**src/design/cstm_pkg.sv**
```systemverilog
// Shared types, widths and codes for the CAN signal check and timeout monitor.
`timescale 1ns / 1ps

package cstm_pkg;

    // Field widths.
    localparam int ID_W    = 29;
    localparam int DLC_W   = 4;
    localparam int BYTE_W  = 8;
    localparam int VAL_W   = 16;
    localparam int TO_W    = 16;
    localparam int ST_W    = 3;
    localparam int IDX_W   = 3;
    localparam int DATA_W  = 32;
    localparam int NUM_SIG = 3;

    // Age counter width; the timeout compare runs at the wider of age and limit.
    localparam int AGE_BITS = 16;
    localparam int CMP_W    = (AGE_BITS > TO_W) ? AGE_BITS : TO_W;

    typedef logic [ID_W-1:0]     t_id;
    typedef logic [DLC_W-1:0]    t_dlc;
    typedef logic [BYTE_W-1:0]   t_byte;
    typedef logic [VAL_W-1:0]    t_value;
    typedef logic [TO_W-1:0]     t_timeout;
    typedef logic [ST_W-1:0]     t_status;
    typedef logic [IDX_W-1:0]    t_reg_idx;
    typedef logic [DATA_W-1:0]   t_cfg_data;
    typedef logic [AGE_BITS-1:0] t_age;
    typedef logic [CMP_W-1:0]    t_cmp;

    localparam t_age AGE_MAX = '1;

    // Result status codes.
    localparam t_status ST_OK          = 3'd0;
    localparam t_status ST_DLC         = 3'd1;
    localparam t_status ST_RANGE       = 3'd2;
    localparam t_status ST_HEARTBEAT   = 3'd3;
    localparam t_status ST_UNMONITORED = 3'd4;
    localparam t_status ST_TICK        = 3'd5;

    // Configuration register indexes.
    localparam t_reg_idx REG_ENGINE_ID     = 3'd0;
    localparam t_reg_idx REG_TEMP_ID       = 3'd1;
    localparam t_reg_idx REG_HEARTBEAT_ID  = 3'd2;
    localparam t_reg_idx REG_ENGINE_TO     = 3'd3;
    localparam t_reg_idx REG_TEMP_TO       = 3'd4;
    localparam t_reg_idx REG_HEARTBEAT_TO  = 3'd5;

    // Signal slots.
    localparam int SLOT_ENGINE    = 0;
    localparam int SLOT_TEMP      = 1;
    localparam int SLOT_HEARTBEAT = 2;

    // Reset values of the configuration registers.
    localparam t_id      RST_ENGINE_ID    = 29'd256;
    localparam t_id      RST_TEMP_ID      = 29'd257;
    localparam t_id      RST_HEARTBEAT_ID = 29'd258;
    localparam t_timeout RST_ENGINE_TO    = 16'd500;
    localparam t_timeout RST_TEMP_TO      = 16'd1000;
    localparam t_timeout RST_HEARTBEAT_TO = 16'd1000;

    // Payload check limits.
    localparam t_dlc   ENGINE_DLC     = 4'd2;
    localparam t_dlc   TEMP_DLC       = 4'd1;
    localparam t_dlc   HEARTBEAT_DLC  = 4'd1;
    localparam t_value RPM_MIN        = 16'd500;
    localparam t_value RPM_MAX        = 16'd4000;
    localparam t_byte  TEMP_MAX       = 8'd150;
    localparam t_byte  HEARTBEAT_BYTE = 8'hAA;

    // Frame classification handed from the checker to the top level.
    typedef struct packed {
        t_status            status;
        t_value             value;
        logic [NUM_SIG-1:0] hit;
    } t_check;

endpackage

```
**src/design/cstm_if.sv**
```systemverilog
// Channel interfaces: frame/tick input, result output and configuration writes.
`timescale 1ns / 1ps

interface cstm_in_if import cstm_pkg::*; ();
    logic  valid;
    logic  ready;
    logic  action;
    t_id   frame_id;
    t_dlc  frame_dlc;
    t_byte data_byte0;
    t_byte data_byte1;

    modport source (output valid, action, frame_id, frame_dlc, data_byte0, data_byte1,
                    input ready);
    modport sink   (input valid, action, frame_id, frame_dlc, data_byte0, data_byte1,
                    output ready);
endinterface

interface cstm_out_if import cstm_pkg::*; ();
    logic    valid;
    logic    ready;
    t_status status;
    t_value  measured_value;
    logic    engine_timed_out;
    logic    temperature_timed_out;
    logic    heartbeat_timed_out;

    modport source (output valid, status, measured_value, engine_timed_out,
                    temperature_timed_out, heartbeat_timed_out, input ready);
    modport sink   (input valid, status, measured_value, engine_timed_out,
                    temperature_timed_out, heartbeat_timed_out, output ready);
endinterface

interface cstm_cfg_if import cstm_pkg::*; ();
    logic      valid;
    logic      ready;
    t_reg_idx  index;
    t_cfg_data data;

    modport source (output valid, index, data, input ready);
    modport sink   (input valid, index, data, output ready);
endinterface

```
**src/design/cstm_check.sv**
```systemverilog
// Frame classifier: identifier match with priority and payload checks.
`timescale 1ns / 1ps

module cstm_check import cstm_pkg::*; (
    input  t_id    i_frame_id,
    input  t_dlc   i_frame_dlc,
    input  t_byte  i_data_byte0,
    input  t_byte  i_data_byte1,
    input  t_id    i_cfg_id [NUM_SIG],
    output t_check o_chk
);

    logic   w_is_engine;
    logic   w_is_temp;
    logic   w_is_heartbeat;
    t_value w_rpm;

    // Engine speed wins over temperature, temperature over heartbeat.
    assign w_is_engine    = (i_frame_id == i_cfg_id[SLOT_ENGINE]);
    assign w_is_temp      = !w_is_engine && (i_frame_id == i_cfg_id[SLOT_TEMP]);
    assign w_is_heartbeat = !w_is_engine && !w_is_temp &&
                            (i_frame_id == i_cfg_id[SLOT_HEARTBEAT]);

    // Engine speed is carried little-endian in the first two bytes.
    assign w_rpm = {i_data_byte1, i_data_byte0};

    // Status and decoded value for each kind of frame.
    always_comb begin
        o_chk.status = ST_UNMONITORED;
        o_chk.value  = '0;
        o_chk.hit    = {w_is_heartbeat, w_is_temp, w_is_engine};
        if (w_is_engine) begin
            if (i_frame_dlc != ENGINE_DLC) begin
                o_chk.status = ST_DLC;
            end else begin
                o_chk.value  = w_rpm;
                o_chk.status = (w_rpm < RPM_MIN || w_rpm > RPM_MAX) ? ST_RANGE : ST_OK;
            end
        end else if (w_is_temp) begin
            if (i_frame_dlc != TEMP_DLC) begin
                o_chk.status = ST_DLC;
            end else begin
                o_chk.value  = VAL_W'(i_data_byte0);
                o_chk.status = (i_data_byte0 > TEMP_MAX) ? ST_RANGE : ST_OK;
            end
        end else if (w_is_heartbeat) begin
            o_chk.status = (i_frame_dlc != HEARTBEAT_DLC || i_data_byte0 != HEARTBEAT_BYTE)
                           ? ST_HEARTBEAT : ST_OK;
        end
    end

endmodule

```
**src/design/can_signal_check_and_timeout_monitor.sv**
```systemverilog
// Top level: configuration registers, seen marks, age counters and result register.
// A result is valid in the cycle after its item's transfer.
// Throughput: one item per cycle while results are taken; frame checks and the tick
// update of all three age counters are done in one pass into the result register.
// Input ready stays high while the result register is empty or being taken.
// Reset (synchronous, active low) clears seen marks, age counters and the result
// valid, and loads the default identifiers and timeouts.
`timescale 1ns / 1ps

module can_signal_check_and_timeout_monitor import cstm_pkg::*; (
    input  logic        i_clk,
    input  logic        i_rst_n,
    cstm_in_if.sink     i_in,
    cstm_out_if.source  o_out,
    cstm_cfg_if.sink    i_cfg
);

    t_id                r_id    [NUM_SIG];
    t_timeout           r_limit [NUM_SIG];
    logic [NUM_SIG-1:0] r_seen;
    logic [NUM_SIG-1:0] n_seen;
    t_age               r_age   [NUM_SIG];
    t_age               n_age   [NUM_SIG];
    t_age               w_age_inc [NUM_SIG];
    logic [NUM_SIG-1:0] w_flags;
    logic               w_accept;
    t_check             w_chk;

    logic               r_out_valid;
    t_status            r_status;
    t_value             r_value;
    logic [NUM_SIG-1:0] r_flags;

    // Frame classification.
    cstm_check u_check (
        .i_frame_id   (i_in.frame_id),
        .i_frame_dlc  (i_in.frame_dlc),
        .i_data_byte0 (i_in.data_byte0),
        .i_data_byte1 (i_in.data_byte1),
        .i_cfg_id     (r_id),
        .o_chk        (w_chk)
    );

    // Input transfer whenever the result register is free or drains this cycle.
    assign i_in.ready = !r_out_valid || o_out.ready;
    assign w_accept   = i_in.valid && i_in.ready;

    // Configuration writes are always taken.
    assign i_cfg.ready = 1'b1;

    always_ff @(posedge i_clk) begin
        if (!i_rst_n) begin
            r_id[SLOT_ENGINE]       <= RST_ENGINE_ID;
            r_id[SLOT_TEMP]         <= RST_TEMP_ID;
            r_id[SLOT_HEARTBEAT]    <= RST_HEARTBEAT_ID;
            r_limit[SLOT_ENGINE]    <= RST_ENGINE_TO;
            r_limit[SLOT_TEMP]      <= RST_TEMP_TO;
            r_limit[SLOT_HEARTBEAT] <= RST_HEARTBEAT_TO;
        end else if (i_cfg.valid) begin
            unique case (i_cfg.index)
                REG_ENGINE_ID:    r_id[SLOT_ENGINE]       <= i_cfg.data[ID_W-1:0];
                REG_TEMP_ID:      r_id[SLOT_TEMP]         <= i_cfg.data[ID_W-1:0];
                REG_HEARTBEAT_ID: r_id[SLOT_HEARTBEAT]    <= i_cfg.data[ID_W-1:0];
                REG_ENGINE_TO:    r_limit[SLOT_ENGINE]    <= i_cfg.data[TO_W-1:0];
                REG_TEMP_TO:      r_limit[SLOT_TEMP]      <= i_cfg.data[TO_W-1:0];
                REG_HEARTBEAT_TO: r_limit[SLOT_HEARTBEAT] <= i_cfg.data[TO_W-1:0];
                default: ;
            endcase
        end
    end

    // Next seen marks and ages: a tick ages every slot, a matching frame refreshes one.
    always_comb begin
        n_seen  = r_seen;
        w_flags = '0;
        for (int i = 0; i < NUM_SIG; i++) begin
            n_age[i]     = r_age[i];
            w_age_inc[i] = (r_age[i] == AGE_MAX) ? r_age[i] : r_age[i] + 1'b1;
            if (w_accept) begin
                if (i_in.action) begin
                    n_age[i] = w_age_inc[i];
                    if (r_seen[i] && (CMP_W'(w_age_inc[i]) > CMP_W'(r_limit[i]))) begin
                        w_flags[i] = 1'b1;
                        n_seen[i]  = 1'b0;
                    end
                end else if (w_chk.hit[i]) begin
                    n_seen[i] = 1'b1;
                    n_age[i]  = '0;
                end
            end
        end
    end

    always_ff @(posedge i_clk) begin
        if (!i_rst_n) begin
            r_seen <= '0;
            for (int i = 0; i < NUM_SIG; i++) begin
                r_age[i] <= '0;
            end
        end else begin
            r_seen <= n_seen;
            for (int i = 0; i < NUM_SIG; i++) begin
                r_age[i] <= n_age[i];
            end
        end
    end

    // Result register valid.
    always_ff @(posedge i_clk) begin
        if (!i_rst_n) begin
            r_out_valid <= 1'b0;
        end else if (w_accept) begin
            r_out_valid <= 1'b1;
        end else if (o_out.ready) begin
            r_out_valid <= 1'b0;
        end
    end

    // Result payload.
    always_ff @(posedge i_clk) begin
        if (w_accept) begin
            r_status <= i_in.action ? ST_TICK : w_chk.status;
            r_value  <= i_in.action ? '0 : w_chk.value;
            r_flags  <= w_flags;
        end
    end

    assign o_out.valid                 = r_out_valid;
    assign o_out.status                = r_status;
    assign o_out.measured_value        = r_value;
    assign o_out.engine_timed_out      = r_flags[SLOT_ENGINE];
    assign o_out.temperature_timed_out = r_flags[SLOT_TEMP];
    assign o_out.heartbeat_timed_out   = r_flags[SLOT_HEARTBEAT];

`ifndef NO_ASSERTIONS
    // A held result is never overwritten by a new transfer.
    a_no_overwrite: assert property (@(posedge i_clk) disable iff (!i_rst_n)
        (i_in.valid && i_in.ready && r_out_valid) |-> o_out.ready)
        else $error("result register overwritten while stalled");

    // Timeout flags appear only on tick results.
    a_flags_on_tick: assert property (@(posedge i_clk) disable iff (!i_rst_n)
        (r_out_valid && r_status != ST_TICK) |-> (r_flags == '0))
        else $error("timeout flag on a frame result");

    // An engine speed frame marks the slot seen and restarts its age.
    a_engine_refresh: assert property (@(posedge i_clk) disable iff (!i_rst_n)
        (w_accept && !i_in.action && w_chk.hit[SLOT_ENGINE])
        |=> (r_seen[SLOT_ENGINE] && r_age[SLOT_ENGINE] == '0))
        else $error("engine frame did not refresh its slot");

    // A tick never sets the heartbeat seen mark when it was clear.
    a_tick_no_seen: assert property (@(posedge i_clk) disable iff (!i_rst_n)
        (w_accept && i_in.action && !r_seen[SLOT_HEARTBEAT]) |=> !r_seen[SLOT_HEARTBEAT])
        else $error("tick set a heartbeat seen mark");
`endif

endmodule
```
**src/flat_wrapper.sv**
```systemverilog
// flat-port wrapper written by rule: the top's interface ports become plain ports
module can_signal_check_and_timeout_monitor_flat import cstm_pkg::*;
  (i_clk, i_rst_n, i_in_valid, i_in_action, i_in_frame_id, i_in_frame_dlc, i_in_data_byte0, i_in_data_byte1, i_in_ready, o_out_valid, o_out_status, o_out_measured_value, o_out_engine_timed_out, o_out_temperature_timed_out, o_out_heartbeat_timed_out, o_out_ready, i_cfg_valid, i_cfg_index, i_cfg_data, i_cfg_ready);
  cstm_in_if i_in_i ();
  cstm_out_if o_out_i ();
  cstm_cfg_if i_cfg_i ();
  input  logic i_clk;
  input  logic i_rst_n;
  input wire logic [$bits(i_in_i.valid)-1:0] i_in_valid;
  input wire logic [$bits(i_in_i.action)-1:0] i_in_action;
  input wire logic [$bits(i_in_i.frame_id)-1:0] i_in_frame_id;
  input wire logic [$bits(i_in_i.frame_dlc)-1:0] i_in_frame_dlc;
  input wire logic [$bits(i_in_i.data_byte0)-1:0] i_in_data_byte0;
  input wire logic [$bits(i_in_i.data_byte1)-1:0] i_in_data_byte1;
  output wire logic [$bits(i_in_i.ready)-1:0] i_in_ready;
  output wire logic [$bits(o_out_i.valid)-1:0] o_out_valid;
  output wire logic [$bits(o_out_i.status)-1:0] o_out_status;
  output wire logic [$bits(o_out_i.measured_value)-1:0] o_out_measured_value;
  output wire logic [$bits(o_out_i.engine_timed_out)-1:0] o_out_engine_timed_out;
  output wire logic [$bits(o_out_i.temperature_timed_out)-1:0] o_out_temperature_timed_out;
  output wire logic [$bits(o_out_i.heartbeat_timed_out)-1:0] o_out_heartbeat_timed_out;
  input wire logic [$bits(o_out_i.ready)-1:0] o_out_ready;
  input wire logic [$bits(i_cfg_i.valid)-1:0] i_cfg_valid;
  input wire logic [$bits(i_cfg_i.index)-1:0] i_cfg_index;
  input wire logic [$bits(i_cfg_i.data)-1:0] i_cfg_data;
  output wire logic [$bits(i_cfg_i.ready)-1:0] i_cfg_ready;
  assign i_in_i.valid = i_in_valid;
  assign i_in_i.action = i_in_action;
  assign i_in_i.frame_id = i_in_frame_id;
  assign i_in_i.frame_dlc = i_in_frame_dlc;
  assign i_in_i.data_byte0 = i_in_data_byte0;
  assign i_in_i.data_byte1 = i_in_data_byte1;
  assign i_in_ready = i_in_i.ready;
  assign o_out_valid = o_out_i.valid;
  assign o_out_status = o_out_i.status;
  assign o_out_measured_value = o_out_i.measured_value;
  assign o_out_engine_timed_out = o_out_i.engine_timed_out;
  assign o_out_temperature_timed_out = o_out_i.temperature_timed_out;
  assign o_out_heartbeat_timed_out = o_out_i.heartbeat_timed_out;
  assign o_out_i.ready = o_out_ready;
  assign i_cfg_i.valid = i_cfg_valid;
  assign i_cfg_i.index = i_cfg_index;
  assign i_cfg_i.data = i_cfg_data;
  assign i_cfg_ready = i_cfg_i.ready;
  can_signal_check_and_timeout_monitor u_core (.i_clk(i_clk), .i_rst_n(i_rst_n), .i_in(i_in_i), .o_out(o_out_i), .i_cfg(i_cfg_i));
endmodule
```
**config.mk**
```make
export PLATFORM = sky130hd
export DESIGN_NAME = can_signal_check_and_timeout_monitor_flat
export DESIGN_NICKNAME = d
export VERILOG_FILES = /design/src/design/cstm_pkg.sv /design/src/design/cstm_if.sv /design/src/design/cstm_check.sv /design/src/design/can_signal_check_and_timeout_monitor.sv /design/src/flat_wrapper.sv
export SDC_FILE = /design/constraint.sdc
export NUM_CORES = 1
export LEC_CHECK = 0
export BUFFER_PORTS_ARGS = -buffer_cell sky130_fd_sc_hd__buf_2
export CAP_MARGIN = 20
export CORE_ASPECT_RATIO = 1.4
export CORE_MARGIN = 2
export CORE_UTILIZATION = 50
export CTS_BUF_LIST = sky130_fd_sc_hd__clkbuf_16
export CTS_CLUSTER_DIAMETER = 120
export CTS_CLUSTER_SIZE = 40
export DETAILED_ROUTE_END_ITERATION = 8
export MAX_ROUTING_LAYER = met4
export PLACE_DENSITY = 0.72
export REMOVE_ABC_BUFFERS = 1
export SLEW_MARGIN = 20
export SYNTH_ARGS = -nofsm -noshare
export SYNTH_HDL_FRONTEND = slang
export SYNTH_SLANG_ARGS = --single-unit
```
**constraint.sdc**
```tcl
create_clock -name i_clk -period 2.95 [get_ports i_clk]
set_input_delay 0 -clock i_clk [delete_from_list [all_inputs] [get_ports i_clk]]
set_output_delay 0 -clock i_clk [all_outputs]
set_load 0.02 [all_outputs]
```
==> results.yml, run 1 <==
pwr:
  powerDensity_nw_per_um2: 393
  peakVddDrop_uv: 464
  seqPwrFrac_pct: 58.8
  p_clk_share_pct: 28.6
  p_sw_share_pct: 25.9
  netSwitchingPower_mw: 1.37
  comb_power_share_pct: 12.6
  power.total_mw: 5.28
  power.leakage_nw: 5.62
  internal-power_mw: 3.92
hold_path:
  min_path_cells: 5
  min_path_type: "in -> reg"
  min_from: "i_in_frame_dlc[1]"
  holdPathEnd: "u_core.o_out.status[0]"
timing:
  period_needed_ns: 2.95
  finClkSkew_ns: 0.0452
  fmax_mhz: 339
  period_share_pct: 99.9
  slew_headroom_pct: 41.2
  grt_setup_unrepaired: "true"
  hold_viol_final: 0
  max_slew.worst_pin.slew_ns: 0.882
  finalSetupViolCount: 0
  setup-tns-final_ns: 0
  slew_violations: 0
grt:
  grt_antenna_before_repair: 1
  grtUsageTotal_pct: 26.2
  gr-total-overflow: 0
  grt_pass1_vias: 9170
  grt_max_degree: 83
  grt_pass1_wl_mm: 46.0
worst_setup_path:
  start_kind: "register"
  reg2reg_from: "u_core.r_age[0][19]"
  arrival_ns: 3.30
  reg2reg_to: "u_core.r_flags[1]"
  cp-end-kind: "register"
  crit_type: "reg -> reg"
  cp_data_required_time_ns: 3.30
  rrSetupSlack_ns: 0.004
  rr_worst_depth: 12
  crit_path_max_fanout: 5
yosys:
  yosys_register_bits: 209
  syn-instance-count: 1205
  synth_area_um2: 10800
  async_flop_share_pct: 0
  synthTopCellsByArea: "dfxtp_1, edfxtp_1, nand2_1"
  yosysTopAreaCellShare_pct: 25.8
  yosysSeqAreaShare_pct: 45.3
  synth_edf_count: 70
  synth_ff_type: "dfxtp_1"
  yosys-top-cells-count: "nand2_1, dfxtp_1, a21oi_1"
  avgSynthCellArea_um2: 8.95
  yosys_warnings: 0
  synth_most_common_cell: "nand2_1"
  netlist-cell-type-count: 66
  yosysTopAreaCell: "dfxtp_1"
layout:
  fillers: 1708
  postLayoutCoreUtil_pct: 63.3
  multi_input_area_um2: 5890
  syn2layout_area_growth_pct: 24.5
  nNetsFinal: 1571
  drive_gt1_share_pct: 21.7
  layout.area.seq_um2: 4900
floorplanning:
  io_pins: 115
  dieWidth_um: 128
  core_area_um2: 21200
  die_area_um2: 22800
  initial_core_util_pct: 50.9
  die_height_um: 178
  std_cell_rows: 63
placed_design:
  dpl.hpwl_mm: 21.3
  io_buffers: 110
  gp_congestion: 0.914
detailed_routing:
  ant_nets: 0
  dr.pass1.iters: 5
  wire_per_inst_um: 17.9
  viasPerCell: 5.59
  route.detailed.drc: 0
  num_vias: 9471
  routed_wl_mm: 30.3
  drtIter0Drc: 668
status:
  status: "finished clean"
clock_tree:
  cts_buffers: 9
  clkSinkCount: 209
  cts.path.max_buffers: 3
  cts_root_buffer: "clkbuf_16"
  insertion_delay_ns: 0.49
  cts_tree: "built"
  cts_max_level: 1
  clkTransAtPathRegs_ns: 0.15
run:
  drv_cap: 0
-- what timing repair did --
item,in CTS,in global routing
hold endpoints to repair,143,0
setup endpoints to repair,4,6
hold buffers,51,0
gates cloned,0,0
pin swaps,7,32
setup buffers,2,8
resized for setup,11,81
-- routing by layer --
layer | up-vias | wire (µm) | share of wire (%) | track usage, %
li1 | 4599 | - | - | -
met1 | 4494 | 11600 | 38 | 28.9
met2 | 289 | 15800 | 52 | 48.0
met3 | 89 | 1400 | 4.6 | 2.62
met4 | 0 | 1460 | 4.8 | 10.7
met5 | - | 0 | 0 | -
-- cell usage in the layout (no fill, tap or decap), drive strengths merged, types with 4 or more instances in the layout --
cell         instances
xnor2               50
clkbuf               9
mux2                 4
or2                  4
o21ai               23
xor2                79
nand2              242
edfxtp              70
o31ai                4
nand3               43
mux2i                4
nor2                55
inv                 59
o21a                 5
and4                11
nor3                19
a21oi              123
and3                 9
dfxtp              139
and2                34
dlygate4sd3         51
buf                209
o211ai               5
nand2b              16
ha                  51
nor2b                5
a22o                22
nand4               21
nor4                21
a41oi                5
-- worst max-delay path by stage --
stage                         from             endpoint  slack [ns]  depth (start not counted)
2_1_floorplan   u_core.o_out.valid  u_core.r_age[0][33]       -0.45                          8
4_1_cts         u_core.r_age[0][0]    u_core.r_flags[0]     -0.0003                         15
5_1_grt         u_core.r_age[0][0]    u_core.r_flags[0]       -0.11                         15
6_report       u_core.r_age[0][19]    u_core.r_flags[1]       0.004                         12
3_5_place_dp    u_core.r_age[0][1]    u_core.r_flags[0]       -0.21                         15
3_3_place_gp    u_core.r_age[0][0]    u_core.r_flags[0]       -0.06                         15
-- per-stage QoR --
step | cells | cell area [µm²] | worst slack, ns | hold slack, ns
final | 1694 | 13400 | 0.00402 | 0.0845
after global placement | 1618 | 12200 | -0.0601 | 0.248
after floorplan | 1159 | 10600 | -0.455 | 0.0718
after detailed placement | 1618 | 12200 | -0.207 | 0.253
after global routing | 1693 | 13400 | -0.110 | 0.138
after CTS | 1684 | 13000 | -0.000284 | 0.0866
-- state kept, by name, summed over array words and instances (netlist names) --
signal,count
u_core.o_out.measured_value,16
u_core.r_id,87
u_core.r_flags,3
u_core.r_age,48
u_core.o_out.valid,1
u_core.r_seen,3
u_core.o_out.status,3
u_core.r_limit,48
-- power by group through the flow --
stage	logic (mW)	clock network [mW]	registers, mW
after floorplan	0.280	0	3.18
after global placement	0.563	0	3.17
after detailed placement	0.575	0	3.17
after CTS	0.632	1.53	3.11
after global routing	0.723	1.63	3.12
final	0.667	1.51	3.11
-- logic make-up (layout without fill, tap and decap cells) --
kind of cell	after synthesis	count (layout)	synth area share, %
other cells	1	3	0.0348
fa+ha+maj	51	51	5.92
compound gates	215	215	12.3
mux	8	8	0.789
xor+xnor	129	129	10.5
buf+inv	104	331	3.71
flops	209	209	45.3
simple gates	488	488	21.5
-- cell type report --
cell class / instances / share of cell area (%)
multi-input cells: 892 / 43.9
flip-flops and latches: 209 / 36.5
repair buffers: 260 / 13.5
well taps: 260 / 2.42
clock buffers: 9 / 1.68
inverters: 58 / 1.62
clock inverters: 4 / 0.335
diodes: 2 / 0.0373
-- worst max-delay path: stages, from the launching register on --
cell and delay [ns]:
dfxtp_2 0.35, and4_4 0.26, buf_6 0.12, nand4_1 0.20
buf_4 0.20, buf_4 0.15, mux2_4 0.34, ha_4 0.29
nor2b_2 0.13, o211ai_1 0.11, a211o_1 0.30, o211ai_1 0.11
and4b_1 0.26
No activity file was read; power rests on OpenSTA's default activity.
==> inputs of run 2 (changes only) <==
BUFFER_PORTS_ARGS = -buffer_cell sky130_fd_sc_hd__clkbuf_2   (was -buffer_cell sky130_fd_sc_hd__buf_2)
==> results.yml, run 2 (same netlist as run 1, synthesis figures left out) <==
status:
  status: "finished clean"
detailed_routing:
  route.detailed.drc: 0
  ant_nets: 0
  viasPerCell: 5.53
  dr.pass1.iters: 4
  drtIter0Drc: 528
  routed_wl_mm: 29.3
  num_vias: 9293
  wire_per_inst_um: 17.4
clock_tree:
  clkSinkCount: 209
  clkTransAtPathRegs_ns: 0.15
  cts.path.max_buffers: 3
  insertion_delay_ns: 0.49
  cts_tree: "built"
  cts_max_level: 1
  cts_root_buffer: "clkbuf_16"
  cts_buffers: 9
worst_setup_path:
  cpPeakStageDelay_ns: 0.36
  crit_type: "reg -> reg"
  arrival_ns: 3.23
  cp_common_cell: "and4_4"
  crit_path_max_fanout: 3
  cp-end-kind: "register"
  reg2reg_to: "u_core.r_seen[1]"
  reg2reg_from: "u_core.r_age[0][21]"
  start_kind: "register"
  rrSetupSlack_ns: 0.08
  slowest_stage: "dfxtp_2"
  cp_data_required_time_ns: 3.32
  rr_worst_depth: 14
  path_cells: "and4_4 -> nand3_2 -> buf_6 -> nor4_4 -> buf_4 -> nand3_1 -> mux2_4 -> ha_4 -> and4_4 -> nand2_2 -> a211o_1 -> o211ai_1 -> o311a_1 -> nor4_2"
placed_design:
  gp_congestion: 0.910
  place_ws_ns: -0.222
  io_buffers: 110
  dpl.hpwl_mm: 21.1
  dpl_cell_area_um2: 12100
  dp_cells: 1606
pwr:
  powerDensity_nw_per_um2: 395
  comb_power_share_pct: 12.4
  p_clk_share_pct: 28.4
  power.leakage_nw: 5.56
  seqPwrFrac_pct: 59.2
  internal-power_mw: 3.90
  netSwitchingPower_mw: 1.35
  peakVddDrop_uv: 533
  p_sw_share_pct: 25.6
grt:
  grt_max_degree: 87
  grt_pass1_wl_mm: 45.7
  grt_antenna_before_repair: 0
  gr-total-overflow: 0
  grtUsageTotal_pct: 26.1
  grt_pass1_vias: 9154
layout:
  final_common_cell: "nand2_1"
  fillers: 1796
  layout.area.seq_um2: 4900
  postLayoutCoreUtil_pct: 62.6
  fin_cells: 1679
  max_flop_register: "u_core.r_id"
  num_antenna_cells: 0
  syn2layout_area_growth_pct: 23.0
  multi_input_area_um2: 5840
  final_cell_mix: "nand2_1, dfxtp_1, a21oi_1"
  drive_gt1_share_pct: 20.9
  nNetsFinal: 1559
  fin_area_um2: 13300
  largest_reg_flops: 87
  largestRegisters: "u_core.r_id x87, u_core.r_age x48, u_core.r_limit x48"
timing:
  finalSetupViolCount: 0
  slew_headroom_pct: 54.7
  grt_setup_unrepaired: "true"
  slew_violations: 0
  period_share_pct: 97.1
  max_slew.worst_pin.slew_ns: 0.680
  holdWs_ns: 0.0229
  fin_ws_ns: 0.0848
  fmax_mhz: 349
  period_needed_ns: 2.87
  hold_viol_final: 0
  finClkSkew_ns: 0.0579
floorplanning:
  core_area_um2: 21200
  io_pins: 115
  dieWidth_um: 128
  initial_core_util_pct: 50.9
  std_cell_rows: 63
  die_area_um2: 22800
  die_height_um: 178
hold_path:
  min_from: "i_in_frame_dlc[2]"
  min_path_type: "in -> reg"
  holdPathEnd: "u_core.o_out.measured_value[2]"
  min_path_cells: 3
run:
  drv_cap: 0
==> run 2: cell count changes in the layout (fill, tap and decap cells not counted), sizes merged <==
cell / change
clkinvlp: -1
buf: -120
clkbuf: +110
diode: -2
dlygate4sd3: -2
==> run 2: worst max path at each step <==
stage                              from                  end  slack (ns)  cells past startpoint
floorplan            u_core.o_out.valid  u_core.r_age[0][33]       -0.45                      8
global placement     u_core.r_age[0][0]    u_core.r_flags[0]       -0.07                     15
detailed placement   u_core.r_age[0][0]    u_core.r_flags[0]       -0.22                     15
CTS                  u_core.r_age[0][0]    u_core.r_flags[0]      -0.002                     15
global route         u_core.r_age[0][0]    u_core.r_flags[0]       -0.07                     15
finish              u_core.r_age[0][21]     u_core.r_seen[1]        0.08                     14
==> run 2: critical path, delay by kind of cell (launching register included) <==
| family | cells | cell delay (ns) |
|---|---|---|
| mux | 1 | 0.34 |
| compound gates | 3 | 0.58 |
| flops | 1 | 0.36 |
| buf+inv | 2 | 0.29 |
| fa+ha+maj | 1 | 0.28 |
| simple gates | 7 | 0.89 |
==> run 2: metal layers <==
metal,track usage (%),vias to the layer above,share of wire (%)
met2,47.8,285,53
met1,28.8,4368,38
met5,-,-,0
met4,10.9,0,4.5
li1,-,4572,-
met3,2.53,68,4.8
==> run 2: power by group through the flow <==
stage,clock [mW],sequential (mW),combinational [mW]
floorplan,0,3.18,0.280
global placement,0,3.17,0.562
detailed placement,0,3.17,0.573
CTS,1.52,3.11,0.636
global route,1.61,3.12,0.711
finish,1.49,3.11,0.650
==> run 2: metrics by stage <==
| step | total power [mW] | setup TNS, ns |
|---|---|---|
| 2_1_floorplan | 3.46 | -6.49 |
| 3_3_place_gp | 3.73 | -0.0683 |
| 3_5_place_dp | 3.74 | -0.437 |
| 4_1_cts | 5.26 | -0.00173 |
| 5_1_grt | 5.43 | -0.117 |
| 6_report | 5.25 | 0 |
==> run 2: area by class of cell <==
type | instances | share of cell area (%)
Multi-Input combinational cell | 892 | 44.0
Sequential cell | 209 | 36.9
Timing Repair Buffer | 248 | 13.0
Tap cell | 260 | 2.45
Clock buffer | 9 | 1.70
Inverter | 58 | 1.64
Clock inverter | 3 | 0.283
==> run 2: repair_timing <==
| action | in CTS | in global routing |
|---|---|---|
| hold buffers | 49 | 0 |
| endpoints found under the hold margin | 131 | 0 |
| gates resized for setup | 27 | 57 |
| setup buffers | 4 | 9 |
| pin swaps | 10 | 21 |
| setup endpoints to repair | 6 | 6 |
==> inputs of run 3 (changes only) <==
CORE_ASPECT_RATIO = 0.7   (was 1.4)
==> results.yml, run 3 (same netlist as run 1, synthesis figures left out) <==
status:
  status: "finished, violations left"
  violations: "setup timing"
detailed_routing:
  viasPerCell: 5.57
  routed_wl_mm: 29.7
  wire_per_inst_um: 17.4
  dr.pass1.iters: 5
  ant_nets: 0
  num_vias: 9503
  drtIter0Drc: 835
  route.detailed.drc: 0
timing:
  grt_setup_unrepaired: "true"
  slew_headroom_pct: 53.3
  finClkSkew_ns: 0.0533
  period_share_pct: 100
  slew_violations: 0
  hold_viol_final: 0
  max_slew.worst_pin.slew_ns: 0.694
  holdWs_ns: 0.00210
  fmax_mhz: 339
  finalSetupViolCount: 1
  fin_ws_ns: -0.000789
  period_needed_ns: 2.95
floorplanning:
  initial_core_util_pct: 51.4
  io_pins: 115
  die_height_um: 127
  std_cell_rows: 44
  die_area_um2: 22800
  core_area_um2: 21000
  dieWidth_um: 180
grt:
  grt_pass1_vias: 8808
  grt_pass1_wl_mm: 46.2
  gr-total-overflow: 0
  grt_max_degree: 44
  grtUsageTotal_pct: 25.9
  grt_antenna_before_repair: 0
layout:
  postLayoutCoreUtil_pct: 63.8
  drive_gt1_share_pct: 21.7
  final_cell_mix: "nand2_1, dfxtp_1, a21oi_1"
  final_common_cell: "nand2_1"
  num_antenna_cells: 0
  nNetsFinal: 1570
  largestRegisters: "u_core.r_id x87, u_core.r_age x48, u_core.r_limit x48"
  syn2layout_area_growth_pct: 24.1
  largest_reg_flops: 87
  fillers: 1727
  fin_area_um2: 13400
  max_flop_register: "u_core.r_id"
placed_design:
  dpl.hpwl_mm: 21.1
  dpl_cell_area_um2: 12200
  gp_congestion: 0.935
  io_buffers: 110
run:
  drv_cap: 0
clock_tree:
  cts_root_buffer: "clkbuf_16"
  cts_max_level: 1
  clkSinkCount: 209
  cts.path.max_buffers: 3
  cts_buffers: 9
  cts_tree: "built"
  insertion_delay_ns: 0.49
  clkTransAtPathRegs_ns: 0.15
worst_setup_path:
  crit_type: "reg -> reg"
  crit_path_max_fanout: 5
  arrival_ns: 3.21
  start_kind: "register"
  cp-end-kind: "register"
  cp_data_required_time_ns: 3.21
pwr:
  powerDensity_nw_per_um2: 393
  peakVddDrop_uv: 360
  power.leakage_nw: 5.60
hold_path:
  min_path_type: "in -> reg"
==> run 3: cell count changes in the layout (fill, tap and decap cells not counted), moves of 3 or more <==
| cell | change |
|---|---|
| nand2_1 | -3 |
| nand3_2 | -3 |
| nor2_4 | +3 |
| buf_4 | +13 |
| nor2_1 | -5 |
| a21oi_2 | -3 |
==> run 3: per-layer routing <==
layer  up-vias  track usage (%)  routed length (µm)  share of wire, %
li1       4594                -                   -                 -
met1      4486             37.9               13900                47
met2       384             38.6               13000                44
met3        39             3.53                2270               7.7
met4         0             4.97                 527               1.8
met5         -                -                   0                 0
==> run 3: cell type report <==
cell class	instances	area (µm²)	share of cell area, %
Multi-Input combinational cell	892	5860	43.8
Clock inverter	4	41.3	0.308
Inverter	58	218	1.63
Tap cell	276	345	2.58
Timing Repair Buffer	259	1800	13.4
Sequential cell	209	4900	36.6
Clock buffer	9	225	1.68
==> run 3: through the flow <==
step / setup slack, ns / TNS [ns] / cells / power [mW]
finish: -0.000789 / -0.000789 / 1707 / 5.26
global route: -0.0517 / -0.138 / 1707 / 5.44
detailed placement: -0.283 / -0.775 / 1636 / 3.74
floorplan: -0.455 / -6.49 / 1159 / 3.46
CTS: 0.00302 / 0 / 1699 / 5.26
global placement: -0.115 / -0.178 / 1636 / 3.73
==> run 3: path summary, 6_finish.rpt <==
check                                         start  slack (ns)                             end  depth (start not counted)
worst max-delay path            u_core.r_age[0][16]     -0.0008               u_core.r_flags[1]                         12
worst min-delay path              i_in_frame_dlc[2]       0.002  u_core.o_out.measured_value[7]                          3
worst min register to register      u_core.r_id[86]        0.48                 u_core.r_id[86]                          2
worst max register to register  u_core.r_age[0][16]     -0.0008               u_core.r_flags[1]                         12
==> run 3: worst max-delay path: stages, from the launching register on <==
cell	delay, ns
dfxtp_2	0.35
ha_1	0.20
and4_1	0.19
nand4_1	0.17
nand2b_1	0.14
nor2_1	0.24
xnor2_2	0.17
ha_1	0.28
a21oi_1	0.15
o21ai_1	0.10
a221oi_2	0.31
o211ai_1	0.17
and4b_1	0.25
==> run 3: timing repair <==
item	4_1_cts	5_1_grt
cloned	0	0
hold buffers	48	0
hold endpoints to repair	127	0
resized for setup	19	69
buffers inserted	2	8
endpoints found under the setup margin	6	6
pin swaps	7	27
==> run 3: power by group <==
part	switching, mW	leakage, nW	internal, mW
combinational	0.401	3.65	0.252
clock	0.919	0.138	0.582
sequential	0.0401	1.82	3.07
